**src/hdl/edu_pkg.sv**
```systemverilog
`default_nettype none
// ----------------------------------------------------------------------------
// edu_pkg
// Shared types and constants for the Euclidean distance unit.
// ----------------------------------------------------------------------------
package edu_pkg;

	localparam int SUM_W      = 44;                      // Q28.16 running sum
	localparam int DIST_W     = 22;                      // root of the sum, Q14.8
	localparam int ROOT_STEPS = SUM_W / 2;               // one root bit per step
	localparam int STEP_CNT_W = $clog2(ROOT_STEPS);
	localparam int REM_W      = DIST_W + 2;              // partial remainder

	localparam logic [SUM_W-1:0] SUM_MAX = {SUM_W{1'b1}};

	// Commands from the controller to the datapath
	typedef struct packed {
		logic s1_load;    // capture |query - point| of an accepted request
		logic s2_load;    // square the stage-1 magnitude
		logic acc_en;     // add the stage-2 square into the running sum
		logic root_load;  // add the final square, hand the sum to the root unit
		logic root_step;  // produce one more root bit
		logic out_load;   // move the finished root into the output register
	} dp_cmd_t;

endpackage
`default_nettype wire

```
**src/hdl/edu_datapath.sv**
```systemverilog
`default_nettype none
// ----------------------------------------------------------------------------
// edu_datapath
// Difference, square, saturating accumulate and bit-serial square root.
// ----------------------------------------------------------------------------
module edu_datapath import edu_pkg::*; #(
	parameter int COORD_BITS = 16
) (
	input  wire logic                  clk,
	input  wire logic                  arst_n,
	input  wire dp_cmd_t               cmd,
	input  wire logic [COORD_BITS-1:0] query_coord,
	input  wire logic [COORD_BITS-1:0] point_coord,
	output logic      [DIST_W-1:0]     distance,
	output logic                       saturated
);

	localparam int MAG_W = COORD_BITS + 1;
	localparam int SQ_W  = 2 * MAG_W;
	localparam int ACC_W = ((SQ_W > SUM_W) ? SQ_W : SUM_W) + 1;

	logic signed [COORD_BITS:0] diff;
	logic [MAG_W-1:0]           mag;
	logic [MAG_W-1:0]           mag_s1;
	logic [SQ_W-1:0]            sq_s2;
	logic [ACC_W-1:0]           sum_wide;
	logic                       over;
	logic [SUM_W-1:0]           sat_sum;
	logic                       sat_clip;
	logic [SUM_W-1:0]           sum_q;
	logic                       clip_q;
	logic [SUM_W-1:0]           rad_q;
	logic [REM_W-1:0]           rem_q;
	logic [DIST_W-1:0]          root_q;
	logic                       rclip_q;
	logic [REM_W+1:0]           rem_sh;
	logic [REM_W+1:0]           trial;
	logic                       fits;
	logic [REM_W+1:0]           rem_sub;
	logic [DIST_W-1:0]          dist_q;
	logic                       sat_q;

	// Sign-extended difference and its magnitude (2^COORD_BITS still fits)
	assign diff = $signed({query_coord[COORD_BITS-1], query_coord})
	            - $signed({point_coord[COORD_BITS-1], point_coord});
	assign mag  = diff[COORD_BITS] ? MAG_W'(-diff) : MAG_W'(diff);

	// Saturating accumulate
	assign sum_wide = ACC_W'(sum_q) + ACC_W'(sq_s2);
	assign over     = sum_wide > ACC_W'(SUM_MAX);
	assign sat_sum  = over ? SUM_MAX : sum_wide[SUM_W-1:0];
	assign sat_clip = clip_q | over;

	// Restoring root step: bring down two radicand bits, try 4*root + 1
	assign rem_sh  = {rem_q, rad_q[SUM_W-1 -: 2]};
	assign trial   = (REM_W+2)'({root_q, 2'b01});
	assign fits    = rem_sh >= trial;
	assign rem_sub = rem_sh - trial;

	always_ff @(posedge clk) begin
		if (cmd.s1_load) begin
			mag_s1 <= mag;
		end
		if (cmd.s2_load) begin
			sq_s2 <= mag_s1 * mag_s1;
		end
	end

	always_ff @(posedge clk or negedge arst_n) begin
		if (!arst_n) begin
			sum_q  <= '0;
			clip_q <= 1'b0;
		end else if (cmd.root_load) begin
			sum_q  <= '0;
			clip_q <= 1'b0;
		end else if (cmd.acc_en) begin
			sum_q  <= sat_sum;
			clip_q <= sat_clip;
		end
	end

	always_ff @(posedge clk) begin
		if (cmd.root_load) begin
			rad_q   <= sat_sum;
			rem_q   <= '0;
			root_q  <= '0;
			rclip_q <= sat_clip;
		end else if (cmd.root_step) begin
			rad_q  <= {rad_q[SUM_W-3:0], 2'b00};
			rem_q  <= fits ? rem_sub[REM_W-1:0] : rem_sh[REM_W-1:0];
			root_q <= {root_q[DIST_W-2:0], fits};
		end
		if (cmd.out_load) begin
			dist_q <= root_q;
			sat_q  <= rclip_q;
		end
	end

	assign distance  = dist_q;
	assign saturated = sat_q;

endmodule
`default_nettype wire

```
**src/hdl/edu_ctrl.sv**
```systemverilog
`default_nettype none
// ----------------------------------------------------------------------------
// edu_ctrl
// Sequencer: stage valids, root step count and output handshake.
// ----------------------------------------------------------------------------
module edu_ctrl import edu_pkg::*; (
	input  wire logic clk,
	input  wire logic arst_n,
	input  wire logic s_tvalid,
	input  wire logic s_tlast,
	output logic      s_tready,
	output logic      m_tvalid,
	input  wire logic m_tready,
	output dp_cmd_t   cmd
);

	localparam logic [1:0] ST_RUN   = 2'd0;  // taking requests
	localparam logic [1:0] ST_DRAIN = 2'd1;  // last dimension moving through the pipe
	localparam logic [1:0] ST_ROOT  = 2'd2;  // square root in progress
	localparam logic [1:0] ST_FIN   = 2'd3;  // wait for a free output register

	logic [1:0]            state_q;
	logic [STEP_CNT_W-1:0] cnt_q;
	logic                  v1_q, l1_q, v2_q, l2_q;
	logic                  out_valid_q;
	logic                  accept;

	assign s_tready = state_q == ST_RUN;
	assign accept   = s_tvalid && s_tready;
	assign m_tvalid = out_valid_q;

	always_comb begin
		cmd           = '0;
		cmd.s1_load   = accept;
		cmd.s2_load   = v1_q;
		cmd.acc_en    = v2_q && !l2_q;
		cmd.root_load = v2_q && l2_q;
		cmd.root_step = state_q == ST_ROOT;
		cmd.out_load  = (state_q == ST_FIN) && (!out_valid_q || m_tready);
	end

	always_ff @(posedge clk or negedge arst_n) begin
		if (!arst_n) begin
			state_q     <= ST_RUN;
			cnt_q       <= '0;
			v1_q        <= 1'b0;
			l1_q        <= 1'b0;
			v2_q        <= 1'b0;
			l2_q        <= 1'b0;
			out_valid_q <= 1'b0;
		end else begin
			v1_q <= accept;
			l1_q <= accept && s_tlast;
			v2_q <= v1_q;
			l2_q <= l1_q;

			if (cmd.out_load) begin
				out_valid_q <= 1'b1;
			end else if (m_tready) begin
				out_valid_q <= 1'b0;
			end

			case (state_q)
				ST_RUN: begin
					if (accept && s_tlast) begin
						state_q <= ST_DRAIN;
					end
				end
				ST_DRAIN: begin
					if (cmd.root_load) begin
						state_q <= ST_ROOT;
						cnt_q   <= '0;
					end
				end
				ST_ROOT: begin
					cnt_q <= cnt_q + 1'b1;
					if (cnt_q == STEP_CNT_W'(ROOT_STEPS - 1)) begin
						state_q <= ST_FIN;
					end
				end
				ST_FIN: begin
					if (cmd.out_load) begin
						state_q <= ST_RUN;
					end
				end
				default: begin
					state_q <= ST_RUN;
				end
			endcase
		end
	end

	// A last dimension closes the input until its root is in the output register
	a_last_blocks: assert property (@(posedge clk) disable iff (!arst_n)
		(accept && s_tlast) |=> !s_tready)
		else $error("request taken after a last dimension");

	// Never overwrite a result that is still waiting
	a_no_overwrite: assert property (@(posedge clk) disable iff (!arst_n)
		cmd.out_load |-> (!out_valid_q || m_tready))
		else $error("output register overwritten");

	// Root load only happens while draining, and starts the root
	a_root_start: assert property (@(posedge clk) disable iff (!arst_n)
		cmd.root_load |-> (state_q == ST_DRAIN))
		else $error("root load outside drain");

	// Exactly the full number of root steps before finishing
	a_root_len: assert property (@(posedge clk) disable iff (!arst_n)
		(state_q == ST_ROOT && cnt_q == STEP_CNT_W'(ROOT_STEPS - 1)) |=> (state_q == ST_FIN))
		else $error("root step count wrong");

endmodule
`default_nettype wire

```
**src/hdl/euclidean_distance_unit.sv**
```systemverilog
`default_nettype none
// ----------------------------------------------------------------------------
// euclidean_distance_unit
// Streaming sum of squared differences with a floor square root per point.
// ----------------------------------------------------------------------------
// Usage:
//   The input channel (s_*) carries one dimension per request: a query and a
//   point coordinate in signed Q8.8, and s_tlast on the final dimension of a
//   point. The unit squares the difference and adds it to a Q28.16 sum that
//   clamps at its ceiling. On the last dimension it returns one result on the
//   output channel (m_*): the floor square root of the sum as unsigned Q14.8
//   in m_tdata and the clamp flag in m_tuser, then clears the sum.
//   Throughput: one dimension per cycle within a point. After a last
//   dimension the input holds s_tready low through the square stage,
//   the final accumulate, 22 steps of the bit-serial root unit and the load
//   into the output register; m_tvalid rises once that load is done.
//   A waiting result does not block the next point: accumulation goes on and
//   only the next root's hand-off waits for m_tready, holding the input
//   closed until the output register frees up.
//   Reset clears the sum, the clamp flag and all valid state; the unit then
//   takes requests at once.
// ----------------------------------------------------------------------------
module euclidean_distance_unit import edu_pkg::*; #(
	parameter int COORD_BITS = 16
) (
	input  wire logic                                   clk,
	input  wire logic                                   arst_n,
	// s_tdata: query_coord [COORD_BITS-1:0], point_coord above it, zero pad
	input  wire logic [((2*COORD_BITS+7)/8)*8-1:0]      s_tdata,
	input  wire logic                                   s_tlast,   // last_dim
	input  wire logic                                   s_tvalid,
	output logic                                        s_tready,
	// m_tdata: distance [21:0], zero pad [23:22]
	output logic [((DIST_W+7)/8)*8-1:0]                 m_tdata,
	output logic                                        m_tuser,   // saturated
	output logic                                        m_tvalid,
	input  wire logic                                   m_tready
);

	localparam int OUT_W = ((DIST_W + 7) / 8) * 8;

	dp_cmd_t           cmd;
	logic [DIST_W-1:0] distance;
	logic              saturated;

	// Sequencer: stage valids, root count, output register handshake
	edu_ctrl u_ctrl (
		.clk      (clk),
		.arst_n   (arst_n),
		.s_tvalid (s_tvalid),
		.s_tlast  (s_tlast),
		.s_tready (s_tready),
		.m_tvalid (m_tvalid),
		.m_tready (m_tready),
		.cmd      (cmd)
	);

	// Arithmetic: |q - p|, square, clamp-add, root, output register
	edu_datapath #(
		.COORD_BITS (COORD_BITS)
	) u_datapath (
		.clk         (clk),
		.arst_n      (arst_n),
		.cmd         (cmd),
		.query_coord (s_tdata[COORD_BITS-1:0]),
		.point_coord (s_tdata[2*COORD_BITS-1:COORD_BITS]),
		.distance    (distance),
		.saturated   (saturated)
	);

	// Pad the distance to whole bytes
	assign m_tdata = OUT_W'(distance);
	assign m_tuser = saturated;

endmodule
`default_nettype wire

```
**config.mk**
```make
export PLATFORM = sky130hd
export DESIGN_NAME = euclidean_distance_unit
export DESIGN_NICKNAME = d
export VERILOG_FILES = /design/src/hdl/edu_pkg.sv /design/src/hdl/edu_datapath.sv /design/src/hdl/edu_ctrl.sv /design/src/hdl/euclidean_distance_unit.sv
export SDC_FILE = /design/constraint.sdc
export NUM_CORES = 1
export LEC_CHECK = 0
export BUFFER_PORTS_ARGS = -buffer_cell sky130_fd_sc_hd__buf_4
export CORE_AREA = 4 4 225 172
export CTS_CLUSTER_DIAMETER = 100
export CTS_CLUSTER_SIZE = 20
export DETAILED_ROUTE_END_ITERATION = 8
export DIE_AREA = 0 0 229 176
export PLACE_DENSITY = 0.79
export SLEW_MARGIN = 20
export SYNTH_ARGS = -nofsm -noshare
export SYNTH_HDL_FRONTEND = slang
export SYNTH_HIERARCHICAL = 1
export SYNTH_SLANG_ARGS = --single-unit
export TNS_END_PERCENT = 10
```
**constraint.sdc**
```tcl
create_clock -name clk -period 5.7 [get_ports clk]
set_input_delay 0 -clock clk [delete_from_list [all_inputs] [get_ports clk]]
set_output_delay 0 -clock clk [all_outputs]
set_load 0.02 [all_outputs]
```
Yosys cells after proc, flatten, opt, wreduce, memory -nomap -nowiden
Cells that the tools add are included.
- bitwise operators: 1
- $add $sub $neg: 5
- reductions and logical operators: 15
- eq/ne operators: 8
- multiply operators: 1
- muxes and demuxes: 18
- order comparisons: 2
- operator list (operator ; number):
    2-to-1 mux 44 bit ; 5
    adder 44 x 34 -> 45 bit ; 1
    greater-than comparator 45 x 44 -> 1 bit, second input constant ; 1
    multiplier 17 x 17 -> 34 bit ; 1
    greater-or-equal comparator 26 x 24 -> 1 bit ; 1
    2-to-1 mux 24 bit ; 1
    subtractor 24 bit ; 1
    negator 17 bit ; 1
    subtractor 16 x 16 -> 17 bit ; 1
    2-to-1 mux 16 bit ; 1
    case mux 5 bit (2 select lines) ; 1
    2-to-1 mux 2 bit ; 4
    case mux 2 bit (4 select lines) ; 1
    nonzero test 2 bit ; 4
    != test 2 bit, second input constant ; 3
    adder 5 x 1 -> 5 bit, second input constant ; 1
    equality test 5 bit, second input constant ; 1
    logical AND 1 bit ; 5
    2-to-1 mux 5 bit ; 1
    equality test 2 bit, second input constant ; 2
    2-to-1 mux 1 bit ; 4
    AND reduction 4 bit ; 1
    equality test 2 x 1 -> 1 bit, second input constant ; 1
    zero test 1 bit ; 2
    other kinds (5) ; 5
- flip-flop bits (word level): 222
- word-level logic and storage cells: 68
- input port bits: 37
- output and inout bits: 27

Depth between registers and ports, before layout
Gate-level depths: netlist of run 1.
- depth in word-level cells: 5
- gate-level depth with buffers: 22
- gate-level depth less buffers: 22

Hierarchy
Netlist of run 1, hierarchy kept.
- by module, submodules not included (module ; area each (sq um) ; cells each ; seq. area each (sq um) ; times used):
    edu_datapath ; 20723.6 ; 2198 ; 5590.4 ; 1
    edu_ctrl ; 670.6 ; 55 ; 300.3 ; 1
    euclidean_distance_unit ; 18.8 ; 3 ; 0.0 ; 1

Worst setup path before layout of run 1
Ideal clock, no wire load.
- path kind: flip-flop to flip-flop
- from: reg u_datapath.mag_s1[5]
- to: reg u_datapath.sq_s2[32], data pin
- slack: -0.505 ns
- arrival: 5.939 ns
- buffers on the path: 1
- stages on the path, launching flop included: 21
- period minus slack after synthesis: 6.205 ns
- data required time: 5.434 ns
- setup time: 0.266 ns
- cells stage by stage: edfxtp_1 clkbuf_1 nand2_1 fa_1 fa_1 inv_1 fa_1 inv_1 fa_1 fa_1 fa_1 inv_1 ha_1 a21o_1 a21oi_1 o21ai_0 a221o_1 a21oi_1 a211oi_1 o41ai_1 xnor2_1
- cells in the longest elaborated chain, start to end: 1
- ends and longest elaborated chain (what ; line ; text):
    start: declaration ; edu_datapath.sv:24 ; logic [MAG_W-1:0] mag_s1;
    start signal: assignment ; edu_datapath.sv:62 ; mag_s1 <= mag;
    multiplier 17 x 17 -> 34 bit ; edu_datapath.sv:65 ; sq_s2 <= mag_s1 * mag_s1;
    end signal: assignment ; edu_datapath.sv:65 ;
    end: declaration ; edu_datapath.sv:25 ; logic [SQ_W-1:0] sq_s2;
Every way passes these cells.
A chain may end at the register's enable or synchronous reset.

Worst setup path after layout of run 1
- from: reg u_datapath.mag_s1[14]
- to: reg u_datapath.sq_s2[29], data pin
The elaborated chain is that of the path after synthesis.

==> results_dict.tcl, run 1 <==
set metrics [dict create \
    cts.reportedPaths.clkPinSlew_ns 0.09 \
    yosys_warnings 6 \
    wl_met3_mm 2.88 \
    netlist_area_um2 21400 \
    syn2layout_area_growth_pct 13.5 \
    share_of_flip_flops_with_an_asynchronous_set_or_reset 0.258 \
    drc_errors 0 \
    routedLengthMet1_mm 22.7 \
    routedWlPerCell_um 17.0 \
    grt_use_total 0.244 \
    worst_r2r_startpoint "u_datapath/mag_s1[14]" \
    worstSetupStartpoint "u_datapath/mag_s1[14]" \
    core_region_area_um2 36600 \
    crit_path_end_kind "flop" \
    finalSetupViolations 14 \
    dpl-instance-area_um2 23200 \
    worstPathRequired_ns 6.05 \
    yosysUniqueCellTypes 94 \
    pin_count_of_the_biggest_net_entering_global_routing 99 \
    fin_cells 2892 \
    period_minus_slack_ns 5.93 \
    violated_checks "negative setup slack" \
    cts_num_sinks 221 \
    rsz_0062_raised_after_global_routing "true" \
    max_freq_mhz 169 \
    ys_seq_elements 221 \
    layout_setup_ws_ns -0.234 \
    nNetsFinal 2830 \
    ctsRootBufferMaster "sky130_fd_sc_hd__clkbuf_16" \
    synth.yosys.seq_area_share 0.275 \
    worst_slew_pin_slew_ns 1.01 \
    dpl.hpwl_mm 37.6 \
    worst_clock_skew_ns 0.0404 \
    rows 61 \
    fin_crit_sh 1.04 \
    route.top_layer_used "met4" \
    timing.max_slew.rel_slack 0.325 \
    final_max_slew_viol_count 0 \
    antenna_cells 0 \
    grt_first_pass_wirelength_mm 83.3 \
    cts-buffers-inserted 15 \
    timing.reg2reg.setup_slack_ns -0.23 \
    drt_first_pass_iters 6 \
    synth_area_per_cell_um2 9.49 \
    wire_length_reported_by_the_detailed_router_mm 49.1 \
    overflow 0 \
    first_global_vias 17000 \
    holdCritPathClass "in2reg" \
    timing.final.hold_violations 0 \
    die_w_um 229 \
    design_area_um2 24300 \
    timing_worst_setup_path_type "reg2reg" \
    max_cap_violations 0 \
    ctsLongestPathBuffers 3 \
    gp_congestion 0.922 \
    rr_worst_depth 18 \
    synthesis.instances 2256 \
    vias_per_cell 5.80 \
    run_status "finished with violations" \
    place_inst 2828 \
    route.antenna.remaining_nets 0 \
    clkLatencyLatePin_ns 0.51 \
    critical_path.startpoint_type "flop" \
    timing.critical_path.fanout_max 4 \
    hold_depth 3 \
    numPortBuffers 61 \
    antenna_found_initial 0 \
    clock_tree.htree_level_count 1 \
    tritoncts_clock_tree "done" \
    route.met2.wl_mm 22.7 \
    hp-start "s_tdata[1]" \
    design.portCount 64 \
    dr.first_iter.drc_count 1355 \
    filler_cell_count 2876 \
    start_util 0.584 \
    number_of_flops_mapped_to_enable_cells_by_yosys 118 \
    die_area_um2 40300 \
    chipHeight_um 176 \
    crit_arrival_ns 6.29 \
    synth_flop_cell "sky130_fd_sc_hd__edfxtp_1" \
    vias 16800 \
    post_route_cells_drive_above_1_share 0.158 \
]
[final timing paths]
check | to
max reg2reg | u_datapath/sq_s2[29]
max | u_datapath/sq_s2[29]
min in group asynchronous | u_datapath/sum_q[8]
max in group asynchronous | u_ctrl/l1_q
min reg2reg | u_ctrl/l2_q
min | u_datapath/mag_s1[1]
[layer usage]
layer | up-vias | track usage
li1 | 7992 | -
met5 | - | 0
met3 | 71 | 0.0277
met2 | 542 | 0.402
met4 | 0 | 0.0418
met1 | 8179 | 0.359
[worst max-delay path: stages, from the launching register on]
cell and delay [ns]:
sky130_fd_sc_hd__edfxtp_1 0.47, sky130_fd_sc_hd__buf_4 0.18, sky130_fd_sc_hd__and2_1 0.22, sky130_fd_sc_hd__fa_1 0.48
sky130_fd_sc_hd__fa_1 0.51, sky130_fd_sc_hd__fa_1 0.52, sky130_fd_sc_hd__fa_1 0.52, sky130_fd_sc_hd__fa_1 0.55
sky130_fd_sc_hd__inv_1 0.06, sky130_fd_sc_hd__fa_1 0.52, sky130_fd_sc_hd__inv_1 0.06, sky130_fd_sc_hd__ha_4 0.25
sky130_fd_sc_hd__nand2_4 0.08, sky130_fd_sc_hd__nor2_1 0.05, sky130_fd_sc_hd__a221o_1 0.39, sky130_fd_sc_hd__a21oi_2 0.22
sky130_fd_sc_hd__a31oi_4 0.13, sky130_fd_sc_hd__or4_1 0.42, sky130_fd_sc_hd__o211ai_1 0.11
[repair_timing]
| action | 4_1_cts | 5_1_grt |
|---|---|---|
| resized for setup | 68 | 34 |
| endpoints found under the hold margin | 60 | 0 |
| buffers inserted | 27 | 6 |
| hold buffers | 5 | 0 |
| gates cloned | 1 | 0 |
| setup endpoints to repair | 18 | 22 |
| pin swaps | 41 | 17 |
[stage by stage]
step                utilization  TNS, ns  hold slack, ns  worst slack (ns)
floorplan                     -   -0.108          -0.296           -0.0601
global placement          0.633    -3.31           0.144            -0.375
detailed placement        0.633    -4.66           0.148            -0.427
CTS                       0.659    -1.27          0.0226            -0.169
global route              0.663    -5.71          0.0602            -0.445
finish                    0.663    -1.60          0.0326            -0.234
[Yosys cell counts (all sizes together) (15+ instances only)]
| cell | instances | area (um2) |
|---|---|---|
| a211oi | 52 | 485 |
| a21o | 58 | 435 |
| a21oi | 113 | 569 |
| a311oi | 20 | 175 |
| a31oi | 34 | 213 |
| and2 | 66 | 413 |
| and3 | 15 | 93.8 |
| buf | 21 | 143 |
| clkbuf | 73 | 274 |
| dfrtp | 57 | 1430 |
| dfxtp | 46 | 921 |
| edfxtp | 118 | 3540 |
| fa | 193 | 3860 |
| ha | 188 | 2350 |
| inv | 329 | 1230 |
| mux2i | 26 | 260 |
| nand2 | 163 | 619 |
| nand2b | 20 | 125 |
| nand3 | 35 | 175 |
| nor2 | 208 | 781 |
| nor2b | 22 | 138 |
| nor3 | 29 | 145 |
| o21a | 15 | 114 |
| o21ai | 57 | 289 |
| o21bai | 16 | 120 |
| xnor2 | 73 | 639 |
| xor2 | 31 | 272 |
[flip-flops by register name, summed over array words and instances, names as in the netlist]
register,cells
u_datapath/rad_q,44
u_ctrl/l2_q,1
u_datapath/distance,22
u_datapath/sum_q,44
u_ctrl/cnt_q,5
u_ctrl/l1_q,1
u_datapath/rclip_q,1
u_ctrl/m_tvalid,1
u_ctrl/state_q,2
u_datapath/clip_q,1
u_ctrl/v1_q,1
u_datapath/rem_q,24
u_datapath/sq_s2,33
u_datapath/saturated,1
u_ctrl/v2_q,1
u_datapath/mag_s1,17
u_datapath/root_q,22
[cells in the final DEF (no fill, tap or decap), types with 21 or more instances in the layout]
cell type and count:
sky130_fd_sc_hd__fa_1 186, sky130_fd_sc_hd__buf_6 25, sky130_fd_sc_hd__a21o_1 58, sky130_fd_sc_hd__nand2_1 151, sky130_fd_sc_hd__edfxtp_1 118, sky130_fd_sc_hd__xor2_1 31, sky130_fd_sc_hd__nand3_1 34, sky130_fd_sc_hd__inv_1 320
sky130_fd_sc_hd__ha_1 174, sky130_fd_sc_hd__dfxtp_1 46, sky130_fd_sc_hd__buf_4 200, sky130_fd_sc_hd__nor2_1 205, sky130_fd_sc_hd__a31oi_1 33, sky130_fd_sc_hd__nor2b_1 21, sky130_fd_sc_hd__and2_1 56, sky130_fd_sc_hd__nor3_1 27
sky130_fd_sc_hd__a211oi_1 30, sky130_fd_sc_hd__a21oi_1 104, sky130_fd_sc_hd__dfrtp_1 57, sky130_fd_sc_hd__mux2i_1 26, sky130_fd_sc_hd__xnor2_1 73, sky130_fd_sc_hd__o21ai_0 40
[kinds of logic (layout without fill, tap and decap cells)]
logic type,after synthesis,in the layout,share of synthesized area
AND/OR/NAND/NOR,621,621,0.139
AO/OA/AOI/OAI,474,474,0.161
buffers and inverters,424,587,0.0773
adder cells (fa/ha/maj),381,381,0.290
flip-flops,221,221,0.275
XOR/XNOR,104,104,0.0425
multiplexers,30,30,0.0144
other,1,2,0.000175
[cell type report]
class	count	area (um2)	share of cell area
Clock inverter	2	22.5	0.000927
Multi-Input combinational cell	1612	14300	0.587
Clock buffer	23	405	0.0167
Timing Repair Buffer	232	1880	0.0774
Tap cell	472	591	0.0243
Sequential cell	221	5890	0.242
Inverter	330	1240	0.0510
Power of run 1 is left out: the tool's default activity adds up to more than one toggle a clock period on the data nets, which glitch-free logic cannot reach.
==> run 2: changes to the inputs <==
--- a/config.mk
+++ b/config.mk
@@ -11,7 +11,8 @@
 export CTS_CLUSTER_SIZE = 20
 export DETAILED_ROUTE_END_ITERATION = 8
 export DIE_AREA = 0 0 229 176
-export PLACE_DENSITY = 0.79
+export GPL_ROUTABILITY_DRIVEN = 0
+export PLACE_DENSITY = 0.85
 export SLEW_MARGIN = 20
 export SYNTH_ARGS = -nofsm -noshare
 export SYNTH_HDL_FRONTEND = slang
==> run 2 against run 1 <==
Net effect: the run still ends with negative setup slack left; cell count barely moved; global-route usage rose by 0.67 points; design area barely moved; core utilization barely moved; count of clock-buffer cells in the layout did not move; wire length rose by 3.8%; register-to-register slack barely moved; hold slack improved by 0.012 ns; maximum frequency barely moved; flip-flop and latch count did not move; highest routed layer unchanged.
==> results_dict.tcl, run 2 (synthesis gave the netlist of run 1 again) <==
set metrics [dict create \
    layout_setup_ws_ns -0.230 \
    design.portCount 64 \
    grt_first_pass_wirelength_mm 85.6 \
    vias_per_cell 5.98 \
    cts-buffers-inserted 15 \
    route.antenna.remaining_nets 0 \
    cts.reportedPaths.clkPinSlew_ns 0.09 \
    ctsRootBufferMaster "sky130_fd_sc_hd__clkbuf_16" \
    syn2layout_area_growth_pct 13.5 \
    final_cell_mix "sky130_fd_sc_hd__inv_1, sky130_fd_sc_hd__buf_4, sky130_fd_sc_hd__nor2_1" \
    rsz_0062_raised_after_global_routing "true" \
    antenna_found_initial 0 \
    period_minus_slack_ns 5.93 \
    die_w_um 229 \
    largestRegisters "u_datapath/rad_q (44), u_datapath/sum_q (44), u_datapath/sq_s2 (33)" \
    dpl.hpwl_mm 38.8 \
    largest_stage_delay_on_the_critical_path_ns 0.58 \
    core_region_area_um2 36600 \
    timing_worst_setup_path_type "reg2reg" \
    timing.critical_path.max_delay_family "adder cells" \
    critical_path.startpoint_type "flop" \
    first_global_vias 17700 \
    worst_path_max_delay_cell "sky130_fd_sc_hd__fa_1" \
    clock_tree.htree_level_count 1 \
    worstPathRequired_ns 5.96 \
    numPortBuffers 61 \
    routedWlPerCell_um 17.6 \
    crit_path_end_kind "flop" \
    overflow 0 \
    rows 61 \
    drt_first_pass_iters 6 \
    cp_common_cell "sky130_fd_sc_hd__fa_1" \
    crit_arrival_ns 6.19 \
    ctsLongestPathBuffers 3 \
    start_util 0.584 \
    drc_errors 0 \
    worst_clock_skew_ns 0.0275 \
    chipHeight_um 176 \
    wire_length_reported_by_the_detailed_router_mm 51.0 \
    clkLatencyLatePin_ns 0.50 \
    finalSetupViolations 13 \
    timing.critical_path.fanout_max 4 \
    holdCritPathClass "in2reg" \
    max_freq_mhz 169 \
    grt_use_total 0.251 \
    timing.max_slew.rel_slack 0.304 \
    timing.final.hold_violations 0 \
    setup_total_negative_slack_ns -1.78 \
    layout.cells.most_common "sky130_fd_sc_hd__inv_1" \
    fin_crit_sh 1.04 \
    violated_checks "negative setup slack" \
    design_area_um2 24300 \
    die_area_um2 40300 \
    vias 17300 \
    pin_count_of_the_biggest_net_entering_global_routing 93 \
    nNetsFinal 2828 \
    cts_num_sinks 221 \
    dpl-instance-area_um2 23200 \
    crit_path_cell_trace "buf_4 -> and2_1 -> fa_1 -> fa_1 -> fa_1 -> fa_1 -> fa_1 -> inv_1 -> fa_1 -> inv_1 -> ha_4 -> nand2_2 -> buf_4 -> a2111oi_4 -> nand3_4 -> a31oi_4 -> buf_6 -> o21ai_0 -> and4b_1" \
    critical_path_buf_inv_count 5 \
    worst_slew_pin_slew_ns 1.04 \
    run_status "finished with violations" \
    tritoncts_clock_tree "done" \
    max_cap_violations 0 \
    post_route_cells_drive_above_1_share 0.165 \
    antenna_cells 0 \
    dr.first_iter.drc_count 1469 \
    final_max_slew_viol_count 0 \
]
==> run 2: area by class of cell <==
type,instances,area (um2)
clock inverters,3,30.0
fillers,2646,12300
well taps,472,591
multi-input cells,1612,14400
flip-flops and latches,221,5890
clock buffers,23,415
repair buffers,230,1790
inverters,330,1240
==> run 2: tightest hold or removal path, delay by kind of cell <==
kind / cells / cell delay, ns
buf+inv: 1 / 0.09
fa+ha+maj: 1 / 0.18
mux: 1 / 0.15
==> run 2: timing repair <==
| action | CTS | global route |
|---|---|---|
| setup endpoints to repair | 16 | 21 |
| setup buffers | 26 | 5 |
| hold endpoints to repair | 60 | 0 |
| cloned | 0 | 0 |
| gates resized for setup | 82 | 21 |
| hold buffers | 5 | 0 |
| pin swaps | 63 | 19 |
==> run 2: metrics by stage <==
stage / utilization / instances / worst slack (ns) / hold WS (ns)
2_1_floorplan: - / 2257 / -0.0601 / -0.296
3_3_place_gp: 0.633 / 2830 / -0.281 / 0.136
3_5_place_dp: 0.633 / 2830 / -0.439 / 0.146
4_1_cts: 0.661 / 2886 / -0.173 / 0.0340
5_1_grt: 0.664 / 2891 / -0.462 / 0.0519
6_report: 0.664 / 2891 / -0.230 / 0.0444
==> run 2: worst paths after layout <==
kind	from	end	slack, ns	depth (start not counted)
min reg2reg	u_ctrl/l1_q	u_ctrl/l2_q	0.37	0
max reg2reg	u_datapath/mag_s1[15]	u_datapath/sq_s2[31]	-0.23	19
max in group asynchronous	arst_n	u_ctrl/l2_q	5.00	2
min	s_tdata[1]	u_datapath/mag_s1[1]	0.04	3
min in group asynchronous	arst_n	u_datapath/sum_q[3]	0.15	2
max	u_datapath/mag_s1[15]	u_datapath/sq_s2[31]	-0.23	19
==> run 2: routing by layer <==
| layer | wire [um] | GRT usage |
|---|---|---|
| met5 | 0 | 0 |
| met4 | 1080 | 0.0540 |
| met3 | 3860 | 0.0423 |
| met2 | 24300 | 0.425 |
| met1 | 21800 | 0.345 |
Power of run 2 is left out for the same reason.
